--- config.mk ---
export PLATFORM = sky130hd
export DESIGN_NAME = ready_priority_queue
export DESIGN_NICKNAME = d
export VERILOG_FILES = /design/src/rtl/rpq_pkg.sv /design/src/rtl/rpq_cell.sv /design/src/rtl/ready_priority_queue.sv
export SDC_FILE = /design/constraint.sdc
export NUM_CORES = 1
export LEC_CHECK = 0
export ABC_AREA = 1
export BUFFER_PORTS_ARGS = -buffer_cell sky130_fd_sc_hd__buf_4
export CAP_MARGIN = 20
export CORE_ASPECT_RATIO = 0.6
export CORE_MARGIN = 2
export CORE_UTILIZATION = 54
export CTS_CLUSTER_SIZE = 8
export DETAILED_ROUTE_END_ITERATION = 7
export PLACE_DENSITY = 0.81
export SYNTH_ARGS = -nofsm -noshare
export SYNTH_HDL_FRONTEND = slang
export SYNTH_HIERARCHICAL = 1
export SYNTH_SLANG_ARGS = --single-unit
--- constraint.sdc ---
create_clock -name clk_i -period 15.2 [get_ports clk_i]
set_input_delay 2.28 -clock clk_i [delete_from_list [all_inputs] [get_ports clk_i]]
set_output_delay 2.28 -clock clk_i [all_outputs]
set_load 0.005 [all_outputs]
--- src/rtl/rpq_pkg.sv ---
package rpq_pkg;

  // fixed field widths
  localparam int unsigned OpW     = 2;
  localparam int unsigned TaskW   = 4;
  localparam int unsigned PrioW   = 3;
  localparam int unsigned StatusW = 3;

  // default configuration
  localparam int unsigned DefDepth          = 16;
  localparam int unsigned DefPriorityLevels = 8;

  typedef enum logic [OpW-1:0] {
    OP_ENQUEUE    = 2'd0,
    OP_DEQUEUE    = 2'd1,
    OP_REPRIORITY = 2'd2
  } op_e;

  typedef enum logic [StatusW-1:0] {
    ST_OK        = 3'd0,
    ST_IGNORED   = 3'd1,
    ST_NOT_FOUND = 3'd2,
    ST_EMPTY     = 3'd3,
    ST_FULL      = 3'd4
  } status_e;

  // one input item
  typedef struct packed {
    logic [OpW-1:0]   op;
    logic [TaskW-1:0] task_id;
    logic [PrioW-1:0] task_priority;
    logic             task_blocked;
  } in_t;

  // one result item
  typedef struct packed {
    logic [StatusW-1:0] status;
    logic [TaskW-1:0]   head_task;
    logic               head_valid;
  } out_t;

  // contents of one list slot
  typedef struct packed {
    logic [TaskW-1:0] tid;
    logic [PrioW-1:0] prio;
  } slot_t;

  // command broadcast to every cell
  typedef struct packed {
    logic             ins;
    logic             rem;
    logic [TaskW-1:0] tid;
    logic [PrioW-1:0] prio;
  } cell_cmd_t;

endpackage

--- src/rtl/rpq_cell.sv ---
module rpq_cell (
  input  logic               clk_i,
  input  rpq_pkg::cell_cmd_t cmd_i,
  input  logic               occ_i,
  input  rpq_pkg::slot_t     left_i,
  input  logic               left_le_i,
  input  rpq_pkg::slot_t     right_i,
  input  logic               hit_i,
  output rpq_pkg::slot_t     slot_o,
  output logic               le_o,
  output logic               match_o,
  output logic               same_o,
  output logic               hit_o
);

  rpq_pkg::slot_t slot_q;
  rpq_pkg::slot_t slot_d;

  // compare against the broadcast key
  always_comb begin
    le_o    = occ_i && (slot_q.prio <= cmd_i.prio);
    match_o = occ_i && (slot_q.tid == cmd_i.tid);
    same_o  = match_o && (slot_q.prio == cmd_i.prio);
    hit_o   = hit_i | match_o;
  end

  // insert shifts right past the sorted prefix, remove pulls from the right
  always_comb begin
    slot_d = slot_q;
    if (cmd_i.ins) begin
      if (!le_o) begin
        if (left_le_i) begin
          slot_d.tid  = cmd_i.tid;
          slot_d.prio = cmd_i.prio;
        end else begin
          slot_d = left_i;
        end
      end
    end else if (cmd_i.rem && hit_o) begin
      slot_d = right_i;
    end
  end

  always_ff @(posedge clk_i) begin
    slot_q <= slot_d;
  end

  assign slot_o = slot_q;

endmodule

--- src/rtl/ready_priority_queue.sv ---
// Ready list of task ids kept sorted by priority (lower value first, first in
// first out among equal priorities) in a chain of DEPTH cells; each cell
// compares its own entry with the broadcast key and takes its data from
// itself, the key, its left or its right neighbor. An item is accepted when
// start is high and busy is low; enqueue, dequeue and every rejected item
// make a single pass through the chain, a reprioritize that moves a task
// makes two (one to remove, one to insert). The result appears in the cycle
// after the last pass as a single-cycle strobe on res_valid_o with res_o;
// there is no backpressure, so the receiver must take it in that cycle. A
// new item may be started in the cycle the result is shown.
module ready_priority_queue #(
  parameter int unsigned DEPTH           = rpq_pkg::DefDepth,
  parameter int unsigned PRIORITY_LEVELS = rpq_pkg::DefPriorityLevels
) (
  input  logic          clk_i,
  input  logic          rst_ni,
  input  logic          start,
  input  rpq_pkg::in_t  req_i,
  output logic          busy,
  output logic          res_valid_o,
  output rpq_pkg::out_t res_o
);

  localparam int unsigned CntW     = $clog2(DEPTH + 1);
  localparam int unsigned ClampMax =
    (PRIORITY_LEVELS - 1 > 7) ? 7 : PRIORITY_LEVELS - 1;
  localparam logic [rpq_pkg::PrioW-1:0] PrioMax = ClampMax[rpq_pkg::PrioW-1:0];

  typedef enum logic [2:0] {
    S_IDLE   = 3'b001,
    S_EXEC   = 3'b010,
    S_INSERT = 3'b100
  } state_e;

  state_e             state_q, state_d;
  rpq_pkg::in_t       req_q;
  rpq_pkg::in_t       req_clamp;
  logic [CntW-1:0]    count_q, count_d;
  rpq_pkg::out_t      res_q, res_d;
  logic               res_valid_q, res_valid_d;
  rpq_pkg::cell_cmd_t cmd;
  logic               seed;

  rpq_pkg::slot_t     slot_w [DEPTH];
  logic [DEPTH-1:0]   occ_w, le_w, match_w, same_w;
  logic [DEPTH:0]     hit_w;

  logic               accept, full, empty, dup, same_prio;

  assign accept    = start && !busy;
  assign full      = (count_q == CntW'(DEPTH));
  assign empty     = (count_q == '0);
  assign dup       = hit_w[DEPTH];
  assign same_prio = |same_w;
  assign busy      = (state_q != S_IDLE);

  // dequeue removes from the head: seed the remove chain at cell zero
  assign seed     = (state_q == S_EXEC) &&
                    (req_q.op == rpq_pkg::OP_DEQUEUE);
  assign hit_w[0] = seed;

  // cell chain
  for (genvar i = 0; i < DEPTH; i++) begin : g_cell
    rpq_pkg::slot_t left_s, right_s;
    logic           left_le;

    assign occ_w[i] = (CntW'(i) < count_q);

    if (i == 0) begin : g_head
      assign left_s  = '0;
      assign left_le = 1'b1;
    end else begin : g_body
      assign left_s  = slot_w[i-1];
      assign left_le = le_w[i-1];
    end

    if (i == DEPTH - 1) begin : g_tail
      assign right_s = '0;
    end else begin : g_mid
      assign right_s = slot_w[i+1];
    end

    rpq_cell u_cell (
      .clk_i     (clk_i),
      .cmd_i     (cmd),
      .occ_i     (occ_w[i]),
      .left_i    (left_s),
      .left_le_i (left_le),
      .right_i   (right_s),
      .hit_i     (hit_w[i]),
      .slot_o    (slot_w[i]),
      .le_o      (le_w[i]),
      .match_o   (match_w[i]),
      .same_o    (same_w[i]),
      .hit_o     (hit_w[i+1])
    );
  end

  // sequencer: decide the chain command and the result
  always_comb begin
    state_d     = state_q;
    count_d     = count_q;
    res_d       = res_q;
    res_valid_d = 1'b0;
    cmd.ins     = 1'b0;
    cmd.rem     = 1'b0;
    cmd.tid     = req_q.task_id;
    cmd.prio    = req_q.task_priority;

    case (state_q)
      S_IDLE: begin
        if (accept) begin
          state_d = S_EXEC;
        end
      end
      S_EXEC: begin
        state_d          = S_IDLE;
        res_valid_d      = 1'b1;
        res_d.status     = rpq_pkg::ST_OK;
        res_d.head_task  = '0;
        res_d.head_valid = 1'b0;
        case (req_q.op)
          rpq_pkg::OP_ENQUEUE: begin
            if (req_q.task_blocked || dup) begin
              res_d.status = rpq_pkg::ST_IGNORED;
            end else if (full) begin
              res_d.status = rpq_pkg::ST_FULL;
            end else begin
              cmd.ins = 1'b1;
              count_d = count_q + 1'b1;
            end
          end
          rpq_pkg::OP_DEQUEUE: begin
            if (empty) begin
              res_d.status = rpq_pkg::ST_EMPTY;
            end else begin
              cmd.rem          = 1'b1;
              count_d          = count_q - 1'b1;
              res_d.head_task  = slot_w[0].tid;
              res_d.head_valid = 1'b1;
            end
          end
          rpq_pkg::OP_REPRIORITY: begin
            if (!dup) begin
              res_d.status = rpq_pkg::ST_NOT_FOUND;
            end else if (!same_prio) begin
              // pull the task out now, insert it on the next pass
              cmd.rem     = 1'b1;
              count_d     = count_q - 1'b1;
              res_valid_d = 1'b0;
              state_d     = S_INSERT;
            end
          end
          default: begin
            res_d.status = rpq_pkg::ST_IGNORED;
          end
        endcase
      end
      S_INSERT: begin
        cmd.ins          = 1'b1;
        count_d          = count_q + 1'b1;
        state_d          = S_IDLE;
        res_valid_d      = 1'b1;
        res_d.status     = rpq_pkg::ST_OK;
        res_d.head_task  = '0;
        res_d.head_valid = 1'b0;
      end
      default: begin
        state_d = S_IDLE;
      end
    endcase
  end

  // control registers
  always_ff @(posedge clk_i or negedge rst_ni) begin
    if (!rst_ni) begin
      state_q     <= S_IDLE;
      count_q     <= '0;
      res_valid_q <= 1'b0;
    end else begin
      state_q     <= state_d;
      count_q     <= count_d;
      res_valid_q <= res_valid_d;
    end
  end

  // priority clamp of the incoming item
  always_comb begin
    req_clamp = req_i;
    if (req_i.task_priority > PrioMax) begin
      req_clamp.task_priority = PrioMax;
    end
  end

  // item capture, result register
  always_ff @(posedge clk_i) begin
    if (accept) begin
      req_q <= req_clamp;
    end
    res_q <= res_d;
  end

  assign res_valid_o = res_valid_q;
  assign res_o       = res_q;

  // the list never holds more than DEPTH entries
  assert property (@(posedge clk_i) disable iff (!rst_ni)
    count_q <= CntW'(DEPTH))
    else $error("entry count beyond depth");

  // a result only follows a pass through the chain
  assert property (@(posedge clk_i) disable iff (!rst_ni)
    res_valid_o |-> ($past(state_q) == S_EXEC || $past(state_q) == S_INSERT))
    else $error("result without execution");

  // a popped head always comes with an ok status
  assert property (@(posedge clk_i) disable iff (!rst_ni)
    (res_valid_o && res_o.head_valid) |-> (res_o.status == rpq_pkg::ST_OK))
    else $error("popped head with error status");

  // a task id appears at most once in the list
  assert property (@(posedge clk_i) disable iff (!rst_ni)
    (state_q == S_EXEC) |-> $onehot0(match_w))
    else $error("duplicate task in list");

  // an accepted item is executed in the next cycle
  assert property (@(posedge clk_i) disable iff (!rst_ni)
    accept |=> (state_q == S_EXEC))
    else $error("accepted item not executed");

endmodule

## Word-level counts from Yosys, hierarchy flattened

Cells that the tools add are included.

| storage, ports and cells | value |
|---|---|
| flip-flop bits (word level) | 139 |
| bits in latches | 0 |
| RAM bits | 0 |
| bits in read-only memories | 0 |
| output and inout bits | 10 |
| memories kept | 0 |

| operators by class | value |
|---|---|
| add/subtract/negate cells | 2 |
| multiply operators | 0 |
| div/mod/pow operators | 0 |
| $lt $le $gt $ge | 33 |
| equal/unequal tests | 62 |
| shifts and indexed selects | 0 |
| muxes and demuxes | 96 |
| bitwise logic cells | 16 |
| reductions and logical operators | 105 |

Operators with widths:

| operator | count |
|---|---|
| 7-bit 2-to-1 mux | 63 |
| 1-bit logical AND | 66 |
| 4-bit equality test | 16 |
| 3-bit equality test | 16 |
| 3-bit <= comparator | 16 |
| 4-bit by 5-bit < comparator with 1-bit output (first input constant) | 8 |
| 5-bit 2-to-1 mux | 7 |
| 2-bit inequality test (second input constant) | 17 |
| 2-bit nonzero test | 17 |
| 2-bit AND reduction | 16 |
| 3-bit by 5-bit < comparator with 1-bit output (first input constant) | 4 |
| 3-bit 2-to-1 mux | 6 |
| 1-bit OR | 16 |
| 8-bit case mux with 2 select lines | 1 |
| 16-bit OR reduction | 1 |
| 3-bit inequality test (second input constant) | 5 |
| 5-bit case mux with 3 select lines | 1 |
| 1-bit by 5-bit < comparator with 1-bit output (first input constant) | 2 |
| 2-bit by 5-bit < comparator with 1-bit output (first input constant) | 2 |
| 1-bit 2-to-1 mux | 10 |
| 5-bit case mux with 2 select lines | 1 |
| 3-bit case mux with 3 select lines | 1 |
| 7-bit AND reduction | 1 |
| 1-bit case mux with 2 select lines | 3 |
| 17 further kinds | 18 |

## Logic depth before layout (Yosys ltp)

Gate-level depths: netlist of the first run.

| depth | value |
|---|---|
| depth after elaboration | 24 |
| gate-level depth with buffers | 49 |

## Cells and area by module

Netlist of the first run, hierarchy kept.

By module, submodules not included:

| module | instances | cells an instance | area an instance (µm²) |
|---|---|---|---|
| rpq_cell | 16 | 79 | 554.3 |
| ready_priority_queue | 1 | 189 | 1532.7 |

## Least setup slack after synthesis of the first run

Ideal clock, no wire load.

| timing path | value |
|---|---|
| path type | reg-to-reg |
| start point | register req_q, in the netlist cmd[4] |
| end point | register g_cell[9].u_cell.slot_q, in the netlist g_cell[9].u_cell/slot_o[0], enable pin |
| library setup time | 323 ps |
| arrival time | 4795 ps |
| path slack | 10081 ps |
| stages on the path, launching flop included | 45 |
| cell sequence | edfxtp_1 -> nand2_1 -> nand2_1 -> nor2_1 -> nand3_2 -> nand2_2 -> inv_1 -> nand2_2 -> inv_1 -> nand2_2 -> inv_1 -> nand2_2 -> inv_1 -> nand2_2 -> inv_1 -> nand2_2 -> inv_1 -> nand2_2 -> [... 9 more ...] -> nand2_2 -> inv_1 -> nand2_2 -> inv_1 -> nand2_2 -> inv_1 -> nand2_2 -> inv_1 -> nand2_2 -> inv_1 -> nand2_1 -> nor2_1 -> nand2_1 -> o21ai_0 -> clkbuf_2 -> buf_6 -> nand2_1 -> nand2_1 |

RTL lines:

| item | line | source |
|---|---|---|
| start, declared | ready_priority_queue.sv:36 | `rpq_pkg::in_t req_q;` |
| start signal, assigned | ready_priority_queue.sv:198 | `req_q <= req_clamp;` |
| end signal, assigned | rpq_cell.sv:45 | `slot_q <= slot_d;` |
| end, declared | rpq_cell.sv:16 | `rpq_pkg::slot_t slot_q;` |

==> impl_metrics.py, run 1 <==
metrics = {
    "power": {
        "internal_power_uw": 787,
        "switching_power_uw": 524,
        "p_leak_uw": 0.00538,
        "pwr-share-clk_pct": 30.8,
        "vdd_drop_max_mv": 0.0987,
        "powerDensity_nw_per_um2": 118,
        "power_frac_comb_pct": 34.1,
        "swShare_pct": 39.9,
        "p_total_uw": 1310,
        "power_frac_seq_pct": 35.1,
    },
    "place": {
        "dp_hpwl_um": 19400,
        "io_buffers": 22,
        "detailed_place.area_um2": 10600,
        "post-place-ws_ns": 9.25,
        "gp_congestion": 0.941,
    },
    "min_path": {
        "hp-class": "reg -> reg",
    },
    "cells_and_area": {
        "diodes": 0,
        "fill_cells": 1657,
        "area_growth_pct": 7.93,
        "layout.nets": 1516,
        "design_area_um2": 11200,
        "layout-drive-gt1-share_pct": 8.28,
    },
    "setup_path": {
        "cpMostUsedCell": "inv_1",
        "cp_slowest_cell": "buf_4",
        "path_buf_inv": 17,
        "crit_arrival_ns": 6.11,
        "crit_path_max_incr_delay_ns": 0.82,
        "worstSetupPathType": "reg -> reg",
        "required_ns": 15.29,
        "crit_family": "simple AND/OR/NAND/NOR gates",
        "worstSetupEndpointType": "flop",
        "worstSetupStartpointType": "flop",
        "cp_max_fo": 98,
    },
    "grt": {
        "track_usage_pct": 28.5,
        "grt_overflow": 0,
        "antenna_found_initial": 0,
        "grt_pass1_wl_um": 45200,
        "grt_max_degree": 133,
        "grt_pass1_vias": 8654,
    },
    "clocking": {
        "clock_path_buffers": 2,
        "clk_pin_slew_ns": 0.06,
        "cts_tree": "done",
        "cts_root_buf": "clkbuf_16",
        "clock-sinks": 139,
        "htreeDepth": 4,
        "cts_setup_buffers": 0,
        "cts_hold_buffers": 0,
        "worstSkewPairLatency_ns": 0.43,
        "cts_made_buffers": 17,
        "cts_resized": 0,
    },
    "detailed_routing": {
        "drc": 0,
        "wl_um": 28100,
        "wl_met2_um": 11000,
        "vias": 9469,
        "drt-wirelength-per-cell_um": 16.5,
        "dr.first_iter.drc_count": 1319,
        "wl_met3_um": 4130,
        "via_per_inst": 5.55,
        "wl_met1_um": 12600,
        "firstDrtPassIters": 6,
        "drtAntennaViolNets": 0,
        "dr.max_layer_used": "met4",
    },
    "floorplanning": {
        "dieArea_um2": 20300,
        "die_h_um": 111,
        "fp.dieW_um": 183,
        "boundaryPins": 23,
        "rows": 39,
        "initial_utilization_pct": 54.7,
        "core_area_um2": 18900,
    },
    "sta": {
        "setup_ws_ns": 9.18,
        "tightestPinTransition_ns": 0.939,
        "rsz0062_at_grt": "false",
        "finalHoldViolCount": 0,
        "fmax_ghz": 0.166,
        "finClkSkew_ns": 0.0121,
        "relSlewSlack_pct": 37.4,
        "min_period_ns": 6.02,
        "fin_crit_sh_pct": 39.6,
        "setup_tns_ns": 0,
        "setup_viol": 0,
        "drv_slew": 0,
    },
    "synth": {
        "syn_avg_cell_area_um2": 7.20,
        "syn-cell-area_um2": 10300,
        "yosysWarnings": 6,
        "synthCells": 1436,
    },
    "outcome": {
        "status": "complete, no violations",
    },
    "job": {
        "max_cap_violations": 0,
    },
}
worst paths after layout:
kind                             from                          end  slack [ns]  cells after the start
max                        count_q[3]  g_cell[10].u_cell/slot_o[3]        9.18                     44
max reg2reg                count_q[3]  g_cell[10].u_cell/slot_o[3]        9.18                     44
min reg2reg                count_q[4]                   count_q[4]        0.56                      2
min in group asynchronous      rst_ni                  res_valid_o        1.68                      1
min                        count_q[4]                   count_q[4]        0.56                      2
max in group asynchronous      rst_ni                   state_q[0]       13.30                      1
layout by cell type (no fill, tap or decap):
cell / count
nand2_1: 485
inv_1: 221
nor2_1: 214
edfxtp_1: 130
a31oi_1: 112
ha_1: 55
buf_4: 32
nand3_1: 28
o21ai_0: 25
a21oi_1: 20
nand2_2: 20
nand3_2: 18
nor2_2: 18
xnor2_1: 17
clkbuf_16: 17
conb_1: 15
dfrtp_1: 8
clkinvlp_4: 5
nand4_1: 3
inv_6: 3
clkinv_1: 2
clkinv_4: 2
clkbuf_1: 2
o21ai_4: 1
o21a_1: 1
nand2_4: 1
inv_2: 1
and3_1: 1
nor3_1: 1
bufinv_16: 1
buf_16: 1
dfstp_2: 1
cell type report:
cell class / instances / area, um^2 / area share (%)
multi-input combinational: 1035 / 5070 / 45.4
sequential: 139 / 4130 / 37.0
inverter: 222 / 833 / 7.47
clock buffer: 19 / 433 / 3.88
tap: 246 / 308 / 2.76
timing repair buffer: 33 / 268 / 2.40
clock inverter: 13 / 119 / 1.07
sequential cells by signal (all words and copies together) (netlist names):
register              flops
g_cell.u_cell/slot_o    112
req_q                     3
count_q                   5
state_q                   3
res_valid_o               1
res_o                     8
cmd                       7
tightest hold or removal path, delay by kind of cell, from the launching register on:
family,cells,cell delay (ns)
simple gates,2,0.11
flops,1,0.42
metal layers:
metal | vias to the layer above | GRT usage [%]
met5 | - | 0
met4 | 0 | 6.72
met3 | 27 | 6.87
met2 | 602 | 38.2
met1 | 4253 | 45.5
li1 | 4587 | -
stage by stage:
step	std cells	hold WS (ns)	util, %
after floorplan	1449	0.518	-
after global placement	1674	0.541	56.0
after detailed placement	1674	0.551	56.0
after CTS	1706	0.564	58.9
after global routing	1707	0.601	59.1
final	1707	0.563	59.1
power groups by stage:
stage	Combinational, uW	Clock, uW	Sequential, uW
5_1_grt	501	422	463
6_report	447	404	460
4_1_cts	434	405	459
3_3_place_gp	419	0	466
3_5_place_dp	429	0	467
2_1_floorplan	332	0	469
(Power assumes the default switching activity.)
==> inputs of run 2 (changes only) <==
clock period = 5.9 ns   (was 15.2 ns; I/O delays follow)
==> run 2 against run 1 <==
Combinational power grew to 2.5 times the previous value; global-route usage shrank 0.58 points; die area is the same; clock-buffer cell count shrank 2; worst setup slack lost 8.5 ns; sequential power grew to 2.6 times the previous value.
==> impl_metrics.py, run 2 (synthesized netlist as in run 1, its figures left out) <==
metrics = {
    "min_path": {
        "hp-class": "in -> async",
    },
    "clocking": {
        "htreeDepth": 4,
        "cts_setup_buffers": 0,
        "cts_made_buffers": 17,
        "cts_tree": "done",
        "cts_resized": 0,
        "worstSkewPairLatency_ns": 0.42,
        "cts_hold_buffers": 0,
        "clk_pin_slew_ns": 0.06,
        "clock_path_buffers": 2,
        "clock-sinks": 139,
        "cts_root_buf": "clkbuf_16",
    },
    "power": {
        "p_total_uw": 3430,
        "p_leak_uw": 0.00540,
        "powerDensity_nw_per_um2": 306,
        "vdd_drop_max_mv": 0.214,
    },
    "sta": {
        "setup_viol": 0,
        "tightestPinTransition_ns": 1.04,
        "min_period_ns": 5.21,
        "rsz0062_at_grt": "false",
        "finalHoldViolCount": 0,
        "whs_ns": 0.283,
        "relSlewSlack_pct": 30.8,
        "fin_crit_sh_pct": 88.3,
        "fmax_ghz": 0.192,
        "setup_tns_ns": 0,
        "finClkSkew_ns": 0.0129,
        "drv_slew": 0,
    },
    "cells_and_area": {
        "layout_commonest_cell": "nand2_1",
        "final_cell_mix": "485 x nand2_1, 221 x inv_1, 214 x nor2_1",
        "diodes": 0,
        "layout.nets": 1515,
        "layout-drive-gt1-share_pct": 8.29,
        "area_growth_pct": 8.34,
        "final_cells": 1706,
        "largest_reg_flops": 112,
    },
    "floorplanning": {
        "core_area_um2": 18900,
        "dieArea_um2": 20300,
        "die_h_um": 111,
        "rows": 39,
        "fp.dieW_um": 183,
        "boundaryPins": 23,
        "initial_utilization_pct": 54.7,
    },
    "setup_path": {
        "worstSetupStartpointType": "flop",
        "cpMostUsedCell": "inv_1",
        "crit_family": "simple AND/OR/NAND/NOR gates",
        "r2r-start": "count_q[3]",
        "reg2reg_depth": 44,
        "cp_max_fo": 149,
        "worstSetupPathType": "reg -> reg",
        "r2r_end": "g_cell[7].u_cell/slot_o[1]",
        "worstSetupEndpointType": "flop",
        "cp_slowest_cell": "buf_12",
        "path_buf_inv": 17,
        "required_ns": 5.99,
        "reg2reg_setup_slack_ns": 0.69,
        "crit_path_max_incr_delay_ns": 0.46,
        "crit_arrival_ns": 5.30,
    },
    "grt": {
        "grt_pass1_vias": 8636,
        "antenna_found_initial": 0,
        "grt_overflow": 0,
        "grt.busiest_layer": "met1",
        "grt_pass1_wl_um": 44500,
        "grtUsageMet1_pct": 44.2,
        "use_met2_pct": 37.3,
        "grtUsageMet3_pct": 6.96,
        "grt_max_degree": 150,
        "track_usage_pct": 28.0,
    },
    "detailed_routing": {
        "firstDrtPassIters": 7,
        "via_per_inst": 5.62,
        "drt-wirelength-per-cell_um": 16.3,
        "wl_um": 27800,
        "dr.first_iter.drc_count": 1424,
        "drtAntennaViolNets": 0,
        "drc": 0,
        "vias": 9584,
    },
    "outcome": {
        "status": "complete, no violations",
    },
    "place": {
        "dp_hpwl_um": 20100,
        "dp.cells": 1674,
        "io_buffers": 22,
        "gp_congestion": 0.905,
    },
    "job": {
        "max_cap_violations": 0,
    },
}
## run 2: cell types whose count changed in the layout (fill, tap and decap cells not counted)
| cell | before | now |
|---|---|---|
| bufinv_16 | 1 | 3 |
| buf_16 | 1 | 0 |
| buf_12 | 0 | 2 |
| clkinv_4 | 2 | 1 |
| clkbuf_1 | 2 | 0 |
| clkinv_2 | 0 | 1 |
| clkinv_1 | 2 | 3 |
| buf_4 | 32 | 30 |
| clkinvlp_4 | 5 | 4 |
## run 2: power by group
group | leakage (uW) | switching, uW | total, uW | internal [uW]
combinational | 0.00383 | 806 | 1130 | 320
sequential | 0.00129 | 78.1 | 1210 | 1130
clock | 0.000279 | 432 | 1100 | 664
total | 0.00540 | 1320 | 3430 | 2110
## run 2: worst max-delay path by stage
stage | from | to | slack, ns | cells after the start
2_1_floorplan | cmd[4] | g_cell[9].u_cell/slot_o[0] | 0.80 | 44
3_3_place_gp | count_q[3] | g_cell[6].u_cell/slot_o[1] | 0.96 | 44
3_5_place_dp | count_q[3] | g_cell[7].u_cell/slot_o[0] | 0.85 | 44
4_1_cts | count_q[3] | g_cell[7].u_cell/slot_o[6] | 0.79 | 44
5_1_grt | count_q[3] | g_cell[5].u_cell/slot_o[4] | 0.11 | 44
6_report | count_q[3] | g_cell[7].u_cell/slot_o[1] | 0.69 | 44
## run 2: per-layer routing
| metal | wire, um | part of all wire [%] |
|---|---|---|
| met1 | 12400 | 45 |
| met2 | 10900 | 39 |
| met3 | 4040 | 15 |
| met4 | 423 | 1.5 |
| met5 | 0 | 0 |
## run 2: area by class of cell
cell class	count	area, um^2
Clock buffer	17	425
Clock inverter	15	171
Fill cell	1654	7680
Inverter	222	833
Multi-Input combinational cell	1035	5070
Sequential cell	139	4130
Tap cell	246	308
Timing Repair Buffer	32	265
## run 2: through the flow
step | setup WS (ns) | util (%) | area [um^2]
floorplan | 0.805 | - | 10400
global placement | 0.958 | 56.1 | 10600
detailed placement | 0.848 | 56.1 | 10600
CTS | 0.786 | 59.3 | 11200
global route | 0.115 | 59.3 | 11200
finish | 0.690 | 59.3 | 11200
